**src/rtl/kdpi_pkg.sv**
```systemverilog
`timescale 1ns / 1ps

package kdpi_pkg;

	// Item codes on the query channel.
	localparam logic OP_QUERY = 1'b0;
	localparam logic OP_CLEAR = 1'b1;

	// Fixed field widths.
	localparam int RADIUS_W = 16;
	localparam int LIMIT_W  = 7;
	localparam int SQ_W     = 2 * RADIUS_W;

	// Node limit after reset.
	localparam logic [LIMIT_W-1:0] LIMIT_RST = 7'd64;

	// Squared axis distances of one node, with a flag for an axis gap that
	// alone already exceeds any margin.
	typedef struct packed {
		logic            far;
		logic [SQ_W-1:0] sq_x;
		logic [SQ_W-1:0] sq_y;
		logic [SQ_W-1:0] sq_z;
	} dist_t;

endpackage

```
**src/rtl/kdpi_dist.sv**
```systemverilog
`timescale 1ns / 1ps

// Squared distance terms between the query point and one node, registered.
module kdpi_dist #(
	parameter int COORD_BITS = 16
) (
	input  logic                         clk,
	input  logic signed [COORD_BITS-1:0] p_x,
	input  logic signed [COORD_BITS-1:0] p_y,
	input  logic signed [COORD_BITS-1:0] p_z,
	input  logic signed [COORD_BITS-1:0] e_x,
	input  logic signed [COORD_BITS-1:0] e_y,
	input  logic signed [COORD_BITS-1:0] e_z,
	output kdpi_pkg::dist_t              dist_s1
);

	localparam int DW = COORD_BITS + 1;
	localparam int MW = (DW > kdpi_pkg::RADIUS_W) ? DW : kdpi_pkg::RADIUS_W + 1;
	localparam int RW = kdpi_pkg::RADIUS_W;

	logic signed [DW-1:0] dx, dy, dz;
	logic [MW-1:0]        mx, my, mz;
	logic                 far;

	// Axis gaps and their magnitudes.
	always_comb begin
		dx = DW'(e_x) - DW'(p_x);
		dy = DW'(e_y) - DW'(p_y);
		dz = DW'(e_z) - DW'(p_z);
		mx = MW'(dx[DW-1] ? unsigned'(-dx) : unsigned'(dx));
		my = MW'(dy[DW-1] ? unsigned'(-dy) : unsigned'(dy));
		mz = MW'(dz[DW-1] ? unsigned'(-dz) : unsigned'(dz));
		// A gap of 2^16 or more squares above any 16-bit margin squared.
		far = (|mx[MW-1:RW]) || (|my[MW-1:RW]) || (|mz[MW-1:RW]);
	end

	// Narrow squares, registered before they are summed.
	always_ff @(posedge clk) begin
		dist_s1.far  <= far;
		dist_s1.sq_x <= mx[RW-1:0] * mx[RW-1:0];
		dist_s1.sq_y <= my[RW-1:0] * my[RW-1:0];
		dist_s1.sq_z <= mz[RW-1:0] * mz[RW-1:0];
	end

endmodule
```
**config.mk**
```make
export PLATFORM = sky130hd
export DESIGN_NAME = kdpi_dist
export DESIGN_NICKNAME = d
export VERILOG_FILES = /design/src/rtl/kdpi_pkg.sv /design/src/rtl/kdpi_dist.sv
export SDC_FILE = /design/constraint.sdc
export NUM_CORES = 2
export LEC_CHECK = 0
export BUFFER_PORTS_ARGS = -buffer_cell sky130_fd_sc_hd__buf_2
export CORE_UTILIZATION = 40
export CTS_BUF_LIST = sky130_fd_sc_hd__clkbuf_8
export DETAILED_ROUTE_END_ITERATION = 16
export SKIP_CTS_REPAIR_TIMING = 1
export SYNTH_ARGS = -nofsm -noshare
export SYNTH_HDL_FRONTEND = slang
export SYNTH_SLANG_ARGS = --single-unit
```
**constraint.sdc**
```tcl
create_clock -name clk -period 13.9 [get_ports clk]
set_input_delay 2.085 -clock clk [delete_from_list [all_inputs] [get_ports clk]]
set_output_delay 2.085 -clock clk [all_outputs]
set_load 0.03 [all_outputs]
```
==> results.py <==
metrics = {
    "global_routing": {
        "grt_overflow_total": 0,
        "grt_use_total_pct": 19.6,
        "grt_first_pass_wirelength_um": 105000,
        "grt_start_max_net_pins": 20,
        "first_global_vias": 20900,
        "antenna_found_initial": 1,
    },
    "sta": {
        "final_hold_viol_count": 0,
        "finalMaxSlewViolations": 0,
        "fin_crit_ns": 11.75,
        "setup_viol": 0,
        "rsz0062_at_grt": "no",
        "tightest_slew_ns": 1.12,
        "max-slew-margin-rel_pct": 24.9,
        "final.period_utilization_pct": 84.6,
        "fin_tns_setup_ns": 0,
        "fmax_ghz": 0.0851,
    },
    "cells_and_area": {
        "top_regs": "dist_s1 x94",
        "fin_nets": 4117,
        "final_cell_mix": "776 x inv_1, 489 x fa_1, 339 x ha_1",
        "final_common_cell": "inv_1",
        "multi_input_area_mm2": 0.0215,
        "final.fill_count": 6604,
        "top_register": "dist_s1",
        "largest_reg_flops": 94,
        "regArea_mm2": 0.00188,
        "areaGrowthSynthToFinish_pct": 8.08,
        "post_route_cells_drive_above_1_share_pct": 9.85,
    },
    "yosys": {
        "syn_inst": 3014,
        "netlist_area_mm2": 0.0266,
        "synth_edf_count": 0,
        "synth_ff_type": "dfxtp_1",
        "synth_async_sr_flop_share_pct": 0,
        "synth_warnings": 0,
        "syn_area_per_cell_um2": 8.82,
        "yosysSeqAreaShare_pct": 7.08,
        "ys_ff_latch": 94,
        "ys_types": 100,
    },
    "critical_path": {
        "slowest_delay_ns": 0.79,
        "crit_fanout": 13,
        "cp-start-kind": "input port",
        "arrival_ns": 12.14,
        "cpMostUsedCell": "fa_1",
        "setup.worst_path.end_class": "flip-flop",
        "worstPathRequired_ns": 14.29,
        "cp_slowest_cell": "a221oi_1",
        "crit_type": "input port to flip-flop",
    },
    "drt": {
        "routed_wl_um": 62100,
        "wire_per_inst_um": 15.3,
        "viasPerCell": 4.89,
        "drt_iter0_drc": 1183,
        "drc": 1,
        "routed-via-count": 19900,
        "drtAntennaViolNets": 0,
        "drt-pass1-iter-count": 12,
    },
    "floorplanning": {
        "io_pins": 194,
        "die_h_um": 260,
        "initial_utilization_pct": 40.4,
        "die_x_um": 260,
        "rows": 94,
        "die_area_mm2": 0.0675,
        "core_area_mm2": 0.0657,
    },
    "clocking": {
        "cts_buffer_depth": 2,
        "cts.sinks": 94,
        "htreeDepth": 3,
        "cts_buffers": 9,
        "cts_tree": "done",
        "clk_pin_slew_ns": 0.12,
        "clockRootBuffer": "clkbuf_8",
    },
    "outcome": {
        "violations": "DRC",
        "status": "finished, violations left",
    },
    "min_path": {
        "hp-start": "e_x[15]",
        "hold_end": "dist_s1[95]$_DFF_P_",
        "hp-class": "input port to flip-flop",
        "whs_path_depth": 5,
    },
    "placement": {
        "hpwl_um": 54000,
        "gp_congestion": 0.901,
        "port_buffers": 190,
    },
    "run": {
        "drv_cap": 0,
    },
}
## critical path, delay by kind of cell
kind | cells | cell delay (ns)
compound gates | 14 | 3.46
xor+xnor | 3 | 1.06
fa+ha+maj | 9 | 3.96
buf+inv | 8 | 1.10
simple gates | 2 | 0.44
## through the flow
step | util, % | instances | hold slack (ns) | area [um^2] | setup slack (ns)
after floorplan | - | 3016 | 2.44 | 26600 | 3.27
after global placement | 43.4 | 4045 | 2.52 | 28500 | 1.71
after detailed placement | 43.4 | 4045 | 2.52 | 28500 | 1.69
after CTS | 43.7 | 4061 | 2.45 | 28700 | 2.19
after global routing | 43.7 | 4062 | 2.48 | 28700 | 1.55
final | 43.7 | 4062 | 2.48 | 28700 | 2.15
## worst max-delay path by stage
stage	endpoint	start	slack, ns	cells past startpoint
after floorplan	dist_s1[62]$_DFF_P_	e_y[0]	3.27	37
after global placement	dist_s1[95]$_DFF_P_	p_x[0]	1.71	36
after detailed placement	dist_s1[95]$_DFF_P_	p_x[0]	1.69	36
after CTS	dist_s1[95]$_DFF_P_	p_x[0]	2.19	36
after global routing	dist_s1[95]$_DFF_P_	e_x[0]	1.55	37
final	dist_s1[95]$_DFF_P_	p_x[0]	2.15	36
## layer usage
layer | vias up | wire length (um) | share of wire (%) | global-route usage (%)
met5 | - | 0 | 0 | 0
met3 | 54 | 3130 | 5.0 | 2.97
met1 | 9707 | 28200 | 45 | 26.5
li1 | 9624 | - | - | -
met2 | 470 | 29800 | 48 | 33.5
met4 | 0 | 979 | 1.6 | 3.58
## layout make-up
cell class | count | area share, %
Multi-Input combinational cell | 2081 | 74.8
Inverter | 800 | 10.5
Clock inverter | 7 | 0.274
Antenna cell | 1 | 0.00871
Tap cell | 864 | 3.76
Sequential cell | 94 | 6.55
Timing Repair Buffer | 206 | 3.73
Clock buffer | 9 | 0.431
## logic make-up after synthesis
kind of cell / count (synthesis) / share of synthesized area (%)
buffers and inverters: 841 / 12.1
adder cells (fa/ha/maj): 828 / 52.8
AND/OR/NAND/NOR: 698 / 12.0
AO/OA/AOI/OAI: 378 / 9.73
XOR/XNOR: 172 / 6.19
flip-flops: 94 / 7.08
multiplexers: 2 / 0.0753
other: 1 / 0.0141
## Yosys cell counts, types with 10 or more instances
master,n,area share [%]
nand2b_1,26,0.61
nor3_1,31,0.58
o211ai_1,10,0.28
nor2_1,260,3.7
inv_2,16,0.23
or2_2,13,0.31
o21bai_1,15,0.42
xor2_1,55,1.8
xnor2_1,103,3.4
o21a_1,20,0.56
dfxtp_1,94,7.1
a211oi_1,10,0.28
fa_1,489,37
buf_2,11,0.21
o21ai_0,60,1.1
clkbuf_1,19,0.27
nand2_1,247,3.5
inv_1,776,11
a21oi_1,107,2.0
and3_1,11,0.26
nand3_1,20,0.38
a21o_1,50,1.4
nor2b_1,17,0.40
ha_1,339,16
Power is not shown: default switching activity piles up to over one toggle a cycle in this logic, so the estimate is an artifact.
