==> config.mk <==
export PLATFORM = sky130hd
export DESIGN_NAME = kdpi_ram
export DESIGN_NICKNAME = d
export VERILOG_FILES = /design/src/rtl/kdpi_ram.sv
export SDC_FILE = /design/constraint.sdc
export NUM_CORES = 1
export LEC_CHECK = 0
export BUFFER_PORTS_ARGS = -buffer_cell sky130_fd_sc_hd__clkbuf_2
export CORE_MARGIN = 8
export CORE_UTILIZATION = 35
export DETAILED_ROUTE_END_ITERATION = 7
export HOLD_SLACK_MARGIN = 0.03
export PLACE_DENSITY = 0.45
export SLEW_MARGIN = 20
export SYNTH_ARGS = -nofsm -noshare
export SYNTH_HDL_FRONTEND = slang
export SYNTH_SLANG_ARGS = --single-unit
==> constraint.sdc <==
create_clock -name clk -period 3.61 [get_ports clk]
set_clock_uncertainty 0.1 [all_clocks]
set_input_delay 0.5415 -clock clk [delete_from_list [all_inputs] [get_ports clk]]
set_output_delay 0.5415 -clock clk [all_outputs]
set_load 0.01 [all_outputs]
==> src/rtl/kdpi_ram.sv <==
`timescale 1ns / 1ps

// Simple dual-port RAM with a registered read.
module kdpi_ram #(
	parameter int WIDTH = 8,
	parameter int DEPTH = 64
) (
	input  logic                     clk,
	input  logic                     wr_en,
	input  logic [$clog2(DEPTH)-1:0] wr_addr,
	input  logic [WIDTH-1:0]         wr_data,
	input  logic                     rd_en,
	input  logic [$clog2(DEPTH)-1:0] rd_addr,
	output logic [WIDTH-1:0]         rd_data
);

	logic [WIDTH-1:0] mem [DEPTH];

	always_ff @(posedge clk) begin
		if (wr_en) begin
			mem[wr_addr] <= wr_data;
		end
		if (rd_en) begin
			rd_data <= mem[rd_addr];
		end
	end

endmodule

==> metrics, run 1 <==
worst r2r src=mem[52][7]; Crit Reg-Reg Endpoint=rd_data[7]; Buf+Inv Stages, Crit Path=2; Crit. End Element=flop; power density over the cells=555 nW/µm²; CP max FO=29; first-pass GRT wire length=73900 µm; critical path's top delay family=multiplexers; FF+latch area=approximately 16000 µm²; DR vias/cell=roughly 5.2; core area=57500 µm²; CTS tree=yes; CTS Buf Count=57; Pre-antenna DRT Iters=5; diode count=0; Tot Pwr=13.2 mW; max-slew violations=0; H-tree depth=2; Worst-Skew Late Latency=between 0.6 and 0.7 ns; crit path DAT=2.76 ns; GRT overflow=0; final instance area=about 24000 µm²; syn nets=between 900 and 1000; synthesized cell area=a little over 20000 µm²; xor and xnor area share after synthesis=0%; setup ws final=approximately 1.1 ns; Routed WL per cell=26.8 µm; Area after DPL=around 22000 µm²; io pins=31; final wirelength=50500 µm; Slew @ Worst Pin=just over 1 ns; CTS resizes=0; largest net degree at the start of global routing=50; post-place setup slack=0.436 ns; initial antenna violation count=1; area delta synth->final=17.6%; CP Cell Sequence=buf_8, buf_12, mux4_2, mux4_2, o21ai_0, nand2_1; dpl cells=around 1800; register bit count reported by yosys=between 500 and 600; WHS=approximately 0.28 ns; Iteration-0 DRC Markers=about 700; setup TNS=0 ns; fin crit period=approximately 2.5 ns; Peak VDD IR=roughly 0.0004 V; GPL Wtd Cong=0.755; post-synthesis adder-cell area fraction=0%; sequential-to-total area share from yosys stat=77.1%; period utilisation layout=between 60% and 70%; max-cap violations=0; reg2reg path depth=4; total track usage=between 15 and 20%; Largest stage delay, worst path=~0.55 ns; status=finished clean; residual DRC count=0; clock sink count=520; Clock Path Buffers=3; multi-input logic area=roughly 4300 µm²; multiplexer area fraction after synthesis=about 16%; post-route insts no fill=about 1900; Pleak=7.58 nW; fin nets=1105; Crit-path slowest cell=mux4_2; min-delay src=rd_en; vias in the first global route=just over 10000; reg2reg setup slack=about 1.4 ns; compound-gate portion of the synthesized area=between 2 and 2.5%; DIE HEIGHT=about 260 µm; Hold Crit Depth=1; Hold EP=rd_data[2]; yosys warns=0; Post-CTS Hold Fix Bufs=0; Fill cells=~5100; routed via count=approximately 9700; Setup Buffers After CTS=0; simple-gate share of the synthesized area=between 3 and 4%; Hold Fails Final Rpt=0; relative slew slack=between 30 and 40%; RSZ-0062 raised after global routing=no; Post-Synthesis Cells=940; main combinational cell family by area after synthesis=multiplexers; clock-pin slew on the worst setup and hold paths=approximately 0.06 ns; Mapped Avg Cell Area=about 22 µm²; fin util=approximately two fifths; fmax=around 0.40 GHz; Yosys cell types=39; port bufs=30; die width=approximately 260 µm; HPWL after DPL=32100 µm; Worst setup SP type=primary input; row count=88; CP required=3.85 ns; antenna-violating nets left=0; Die ar.=65800 µm²; share of cells above drive strength 1=around a third; CTS root buffer=clkbuf_16; CP most frequent cell=mux4_2; initial core utilization=roughly a third; Crit Path Category=primary input to flop; worst min-delay path class=primary input to flop; final setup vio count=0
[synthesized netlist by cell type (all sizes together)]
| cell | instances | area, µm² |
|---|---|---|
| a2111oi | 2 | 17.5 |
| a211oi | 4 | 30.0 |
| a21oi | 3 | 15.0 |
| a221oi | 6 | 52.6 |
| a22oi | 3 | 22.5 |
| a31oi | 1 | 6.26 |
| and2 | 1 | 6.26 |
| buf | 34 | 253 |
| clkbuf | 17 | 63.8 |
| edfxtp | 520 | 15600 |
| mux2 | 13 | 146 |
| mux2i | 23 | 230 |
| mux4 | 126 | 2840 |
| nand2 | 19 | 71.3 |
| nand2b | 7 | 43.8 |
| nand3 | 13 | 65.1 |
| nand3b | 3 | 22.5 |
| nand4 | 2 | 12.5 |
| nand4b | 1 | 8.76 |
| nor2 | 83 | 312 |
| nor2b | 14 | 87.6 |
| nor3 | 7 | 35.0 |
| nor4 | 2 | 12.5 |
| o2111ai | 3 | 26.3 |
| o21a | 2 | 15.0 |
| o21ai | 4 | 20.0 |
| o221a | 2 | 22.5 |
| o221ai | 8 | 70.1 |
| o22ai | 8 | 50.1 |
| o2bb2ai | 3 | 26.3 |
| o311ai | 1 | 8.76 |
| o32ai | 2 | 17.5 |
| o41ai | 2 | 17.5 |
| or3 | 1 | 6.26 |
[power breakdown]
part	internal (mW)	leakage [nW]	switching [mW]
combinational	0.254	1.99	0.406
clock	3.53	0.905	2.31
sequential	6.70	4.69	0.0169
total	10.5	7.58	2.74
[state kept, by name, indices dropped and copies added, names as in the netlist]
| register | count |
|---|---|
| mem | 512 |
| rd_data | 8 |
[worst max path at each step]
stage,from,endpoint,slack [ns],cells after the start
4_1_cts,rd_addr[0],rd_data[7],1.11,6
3_3_place_gp,rd_addr[0],rd_data[7],0.43,6
2_1_floorplan,rd_addr[1],rd_data[3],1.16,7
3_5_place_dp,rd_addr[0],rd_data[7],0.44,6
6_report,rd_addr[0],rd_data[7],1.09,6
5_1_grt,rd_addr[0],rd_data[7],1.05,6
[cell families after synthesis]
family                 Yosys count
and+or+nand+nor                153
DFF                            520
buffers and inverters           51
AOI/OAI and AO/OA               54
muxes                          162
[per-layer routing]
| metal | wire length [µm] | share of wire, % | up-vias | track usage, % |
|---|---|---|---|---|
| met2 | 23700 | 47 | 225 | 23.8 |
| li1 | - | - | 4214 | - |
| met1 | 23200 | 46 | 5211 | 21.6 |
| met5 | 13 | 0.026 | - | 0 |
| met3 | 2520 | 5.0 | 84 | 3.30 |
| met4 | 1120 | 2.2 | 2 | 4.13 |
[cell usage in the layout (no fill, tap or decap), types with 4 or more instances in the layout]
| cell type | Yosys | routed |
|---|---|---|
| a221oi_1 | 6 | 6 |
| nand2_1 | 19 | 19 |
| o22ai_1 | 8 | 8 |
| buf_4 | 13 | 97 |
| clkbuf_16 | 0 | 59 |
| a211oi_1 | 4 | 4 |
| buf_2 | 11 | 4 |
| nand3_1 | 13 | 13 |
| clkbuf_2 | 0 | 23 |
| edfxtp_1 | 520 | 520 |
| clkinv_1 | 0 | 8 |
| clkinv_2 | 0 | 8 |
| o221ai_1 | 8 | 8 |
| nor2b_1 | 14 | 14 |
| mux4_2 | 126 | 126 |
| mux2i_1 | 23 | 23 |
| buf_12 | 2 | 8 |
| clkbuf_1 | 17 | 14 |
| nor3_1 | 7 | 7 |
| mux2_2 | 13 | 13 |
| nor2_1 | 83 | 83 |
| nand2b_1 | 7 | 7 |
| bufinv_16 | 0 | 8 |
[cell type report]
cell class                 count  area share [%]
timing repair buffer         134            4.48
multi-input combinational    369            18.1
sequential                   520            65.6
clock inverter                26            1.37
clock buffer                  73            6.42
tap                          765            4.02
No activity file was read; power rests on OpenSTA's default activity.
==> inputs of run 2 (changes only) <==
clock period = 2.55 ns   (was 3.61 ns; I/O delays follow)
==> metrics, run 2 (synthesis results as in run 1) <==
status=finished clean; multi-input logic area=4320 µm² (unchanged); antenna-violating nets left=0 (unchanged); FF+latch area=15600 µm² (unchanged); first-pass GRT wire length=73300 µm (-0.80%); H-tree depth=2 (unchanged); HPWL after DPL=32300 µm (+0.60%); Die ar.=65800 µm² (unchanged); power density over the cells=756 nW/µm² (+36%); fmax=about 0.46 GHz; initial core utilization=35.2% (unchanged); total track usage=15.1% (-0.14 points); io pins=31 (unchanged); Buf+Inv Stages, Crit Path=0 (-2); diode count=0 (unchanged); most common cell after layout, fill and taps aside=edfxtp_1; share of cells above drive strength 1=34.3% (+2.9 points); DIE HEIGHT=257 µm (unchanged); Setup Buffers After CTS=0 (unchanged); GPL Wtd Cong=0.768 (+1.8%); WHS=0.117 ns (-0.167 ns); Clock Path Buffers=3 (unchanged); Hold Crit Depth=1 (unchanged); CP Cell Sequence=mux4_2, mux4_2, o21ai_0, nand2_1; CP required=2.78 ns (-1.07 ns); core area=57500 µm² (unchanged); DR vias/cell=5.10 (-1.2%); worst min-delay path class=primary input to flop; CTS tree=yes; CTS Buf Count=56 (-1.8%); RSZ-0062 raised after global routing=no; critical path's top delay family=multiplexers; Worst-Skew Late Latency=0.61 ns (about the same); reg2reg setup slack=0.36 ns (-1.00 ns); final setup vio count=0 (unchanged); Crit-path slowest cell=mux4_2; area delta synth->final=19.5%; Largest regs=mem (512), rd_data (8); Most flops, register=mem; min-delay src=rd_en; Slew @ Worst Pin=0.844 ns (-0.194 ns); Worst setup SP type=flop; routed via count=9861 (+1.3%); vias in the first global route=10500 (+2.5%); Crit Reg-Reg Endpoint=rd_data[7]; period utilisation layout=between 80 and 90%; crit path DAT=2.42 ns (-0.34 ns); final wirelength=49900 µm (-1.2%); Largest stage delay, worst path=0.49 ns (-0.06 ns); residual DRC count=0 (unchanged); Pleak=7.82 nW (+3.2%); Crit Path Category=flop to flop; setup TNS=0 ns (unchanged); port bufs=30 (unchanged); Routed WL per cell=25.8 µm (-3.6%); max-cap violations=0 (unchanged); Peak VDD IR=0.000497 V (+24%); most frequent cells in the layout=edfxtp_1 (520), buf_4 (135), mux4_2 (126), nor2_1 (83), clkbuf_16 (58); max FFs per register=512 (unchanged); Iteration-0 DRC Markers=681 (-2.6%); largest net degree at the start of global routing=65 (+30%); Crit. End Element=flop; GRT overflow=0 (unchanged); worst r2r src=mem[55][7]; initial antenna violation count=0 (-1); reg2reg path depth=4 (unchanged); max-slew violations=0 (unchanged); Hold EP=rd_data[5]; CTS root buffer=clkbuf_16; Fill cells=5098 (-0.57%); clock sink count=520 (unchanged); clock-pin slew on the worst setup and hold paths=0.06 ns (about the same); fin crit period=~2.2 ns; CP most frequent cell=mux4_2; Pre-antenna DRT Iters=5 (unchanged); row count=88 (unchanged); fin nets=1154 (+4.4%); relative slew slack=43.8% (+13 points); Hold Fails Final Rpt=0 (unchanged); die width=257 µm (unchanged); CP max FO=1 (-97%)
## run 2: layout make-up
cell class,count,share of cell area (%)
Tap cell,765,3.96
Sequential cell,520,64.5
Multi-Input combinational cell,369,17.8
Clock buffer,69,6.17
Clock inverter,28,1.02
Timing Repair Buffer,184,6.50
## run 2: repair_timing
action                                 CTS  global route
endpoints found under the hold margin    4             0
hold buffers                             1             0
resized for setup                        0             0
## run 2: worst max-delay path by stage
stage	to	slack (ns)	cells past startpoint	from
3_3_place_gp	rd_data[7]	-0.25	7	rd_addr[1]
5_1_grt	rd_data[4]	0.31	6	mem[16][4]
3_5_place_dp	rd_data[7]	-0.21	6	rd_addr[0]
6_report	rd_data[7]	0.36	4	mem[55][7]
2_1_floorplan	rd_data[3]	0.26	7	rd_addr[1]
4_1_cts	rd_data[4]	0.36	6	mem[25][4]
## run 2: worst register-to-register path, stage by stage (launching register included)
cell,delay [ns]
edfxtp_1,0.36
mux4_2,0.49
mux4_2,0.49
o21ai_0,0.38
nand2_1,0.10
## run 2: layer usage
layer / routed length [µm] / global-route usage [%] / vias up
li1: - / - / 4322
met1: 22800 / 21.2 / 5212
met2: 23700 / 24.1 / 246
met3: 2500 / 2.75 / 81
met4: 1000 / 4.23 / 0
met5: 0 / 0 / -
## run 2: report_power, final
| part | leakage [nW] | switching, mW | internal [mW] |
|---|---|---|---|
| clock network | 0.857 | 3.25 | 4.52 |
| logic | 2.28 | 0.582 | 0.431 |
| registers | 4.69 | 0.0254 | 9.48 |
| total | 7.82 | 3.86 | 14.4 |
## run 2: stage by stage
stage	utilization [%]	area [µm²]	setup WS [ns]	power, mW	cells
2_1_floorplan	-	20200	0.261	10.2	940
3_3_place_gp	39.1	22500	-0.248	10.7	1837
3_5_place_dp	39.1	22500	-0.211	10.7	1837
4_1_cts	42.1	24200	0.360	18.5	1935
5_1_grt	42.1	24200	0.306	18.9	1935
6_report	42.1	24200	0.363	18.3	1935
==> inputs of run 3 (changes only) <==
CORE_ASPECT_RATIO = 1.4   (was default)
==> metrics, run 3 (synthesis results as in run 1) <==
CP required=2.77 ns (about the same); WHS=0.132 ns (+0.0145 ns); Worst-Skew Late Latency=0.58 ns (-0.03 ns); port bufs=30 (unchanged); Pleak=7.69 nW (-1.7%); Slew @ Worst Pin=1.03 ns (+0.183 ns); status=finished clean; most frequent cells in the layout=edfxtp_1 (520), buf_4 (139), mux4_2 (126), nor2_1 (83), clkbuf_16 (50); Worst setup SP type=flop; CTS tree=yes; final wirelength=51500 µm (+3.2%); Critical Path Start=mem[21][6]; CTS resizes=0 (unchanged); final setup vio count=0 (unchanged); max-cap violations=0 (unchanged); reg2reg setup slack=0.33 ns (-0.03 ns); first-pass GRT wire length=73800 µm (+0.74%); fin crit period=2.22 ns (+0.0297 ns); die width=219 µm (-15%); Post-CTS Hold Fix Bufs=0 (-1); antenna-violating nets left=0 (unchanged); worst r2r src=mem[21][6]; power density over the cells=745 nW/µm² (-1.5%); fin nets=1143 (-0.95%); routed via count=9730 (-1.3%); Largest regs=mem (512), rd_data (8); max-slew violations=0 (unchanged); area delta synth->final=18.0%; vias in the first global route=10400 (-0.42%); clock-pin slew on the worst setup and hold paths=0.06 ns (about the same); Peak VDD IR=0.000452 V (-9.1%); Crit Reg-Reg Endpoint=rd_data[6]; DIE HEIGHT=301 µm (+17%); H-tree depth=2 (unchanged); GRT overflow=0 (unchanged); period utilisation layout=86.9% (+1.2 points); residual DRC count=0 (unchanged); most common cell after layout, fill and taps aside=edfxtp_1; Pre-antenna DRT Iters=4 (-1); initial core utilization=35.3% (+0.055 points); Hold EP=rd_data[1]; crit path DAT=2.43 ns (about the same); CP Cell Sequence=mux4_2, mux2_2, o221a_2, nor3_1, buf_4, o32ai_1; Die ar.=65900 µm² (+0.17%); HPWL after DPL=34400 µm (+6.7%); Buf+Inv Stages, Crit Path=1 (+1); dpl cells=1810 (-1.5%); row count=104 (+18%); initial antenna violation count=3 (+3); Clock Path Buffers=3 (unchanged); Largest stage delay, worst path=0.48 ns (about the same); clock sink count=520 (unchanged); Crit-path slowest cell=mux4_2; share of cells above drive strength 1=33.4% (-0.82 points); Routed WL per cell=27.1 µm (+5.0%); CTS root buffer=clkbuf_16; core area=57400 µm² (-0.16%); min-delay src=rd_en; DR vias/cell=5.12 (+0.38%); reg2reg path depth=6 (+2); Iteration-0 DRC Markers=653 (-4.1%); total track usage=15.7% (+0.56 points); Most flops, register=mem; Crit Path Category=flop to flop; max FFs per register=512 (unchanged); GPL Wtd Cong=0.790 (+2.8%); Hold Crit Depth=1 (unchanged); Hold Fails Final Rpt=0 (unchanged); Setup Buffers After CTS=0 (unchanged); largest net degree at the start of global routing=65 (unchanged); Crit. End Element=flop; io pins=31 (unchanged); CP max FO=1 (unchanged); post-route insts no fill=1902 (-1.7%); relative slew slack=31.5% (-12 points); critical path's top delay family=multiplexers; Tot Pwr=17.8 mW (-2.7%); CTS Buf Count=50 (-11%); RSZ-0062 raised after global routing=no; worst min-delay path class=primary input to flop; fmax=0.451 GHz (-1.3%)
-- run 3: worst max-delay path by stage --
| stage | end | slack [ns] | cells past startpoint |
|---|---|---|---|
| after floorplan | rd_data[3] | 0.26 | 7 |
| after global placement | rd_data[5] | -0.17 | 7 |
| after detailed placement | rd_data[5] | -0.17 | 9 |
| after CTS | rd_data[6] | 0.33 | 6 |
| after global routing | rd_data[6] | 0.28 | 6 |
| final | rd_data[6] | 0.33 | 6 |
-- run 3: per-layer routing --
metal / vias to the layer above / wire, µm / part of all wire (%) / global-route usage [%]
met5: - / 16 / 0.031 / 0
met4: 2 / 1970 / 3.8 / 6.32
met3: 94 / 1800 / 3.5 / 2.37
met2: 181 / 27100 / 53 / 28.0
met1: 5156 / 20700 / 40 / 18.7
li1: 4297 / - / - / -
-- run 3: power breakdown --
part | switching, mW | internal (mW)
combinational | 0.588 | 0.400
sequential | 0.0239 | 9.48
clock | 3.11 | 4.19
total | 3.72 | 14.1
-- run 3: per-stage QoR --
step | utilization [%] | worst slack [ns] | setup TNS [ns] | instance area, µm²
2_1_floorplan | - | 0.261 | 0 | 20200
3_3_place_gp | 38.8 | -0.174 | -0.826 | 22300
3_5_place_dp | 38.8 | -0.170 | -0.865 | 22300
4_1_cts | 41.6 | 0.328 | 0 | 23900
5_1_grt | 41.6 | 0.282 | 0 | 23900
6_report | 41.6 | 0.334 | 0 | 23900
-- run 3: cell type report --
cell class	instances	area (µm²)
antenna	3	7.51
timing repair buffer	179	1430
tap	742	928
fill	5043	33500
clock buffer	57	1280
sequential	520	15600
clock inverter	32	314
multi-input combinational	369	4320
-- run 3: worst register-to-register path, cell delays in order, from the launching register on --
cell	delay [ns]
edfxtp_1	0.35
mux4_2	0.48
mux2_2	0.31
o221a_2	0.29
nor3_1	0.20
buf_4	0.15
o32ai_1	0.08
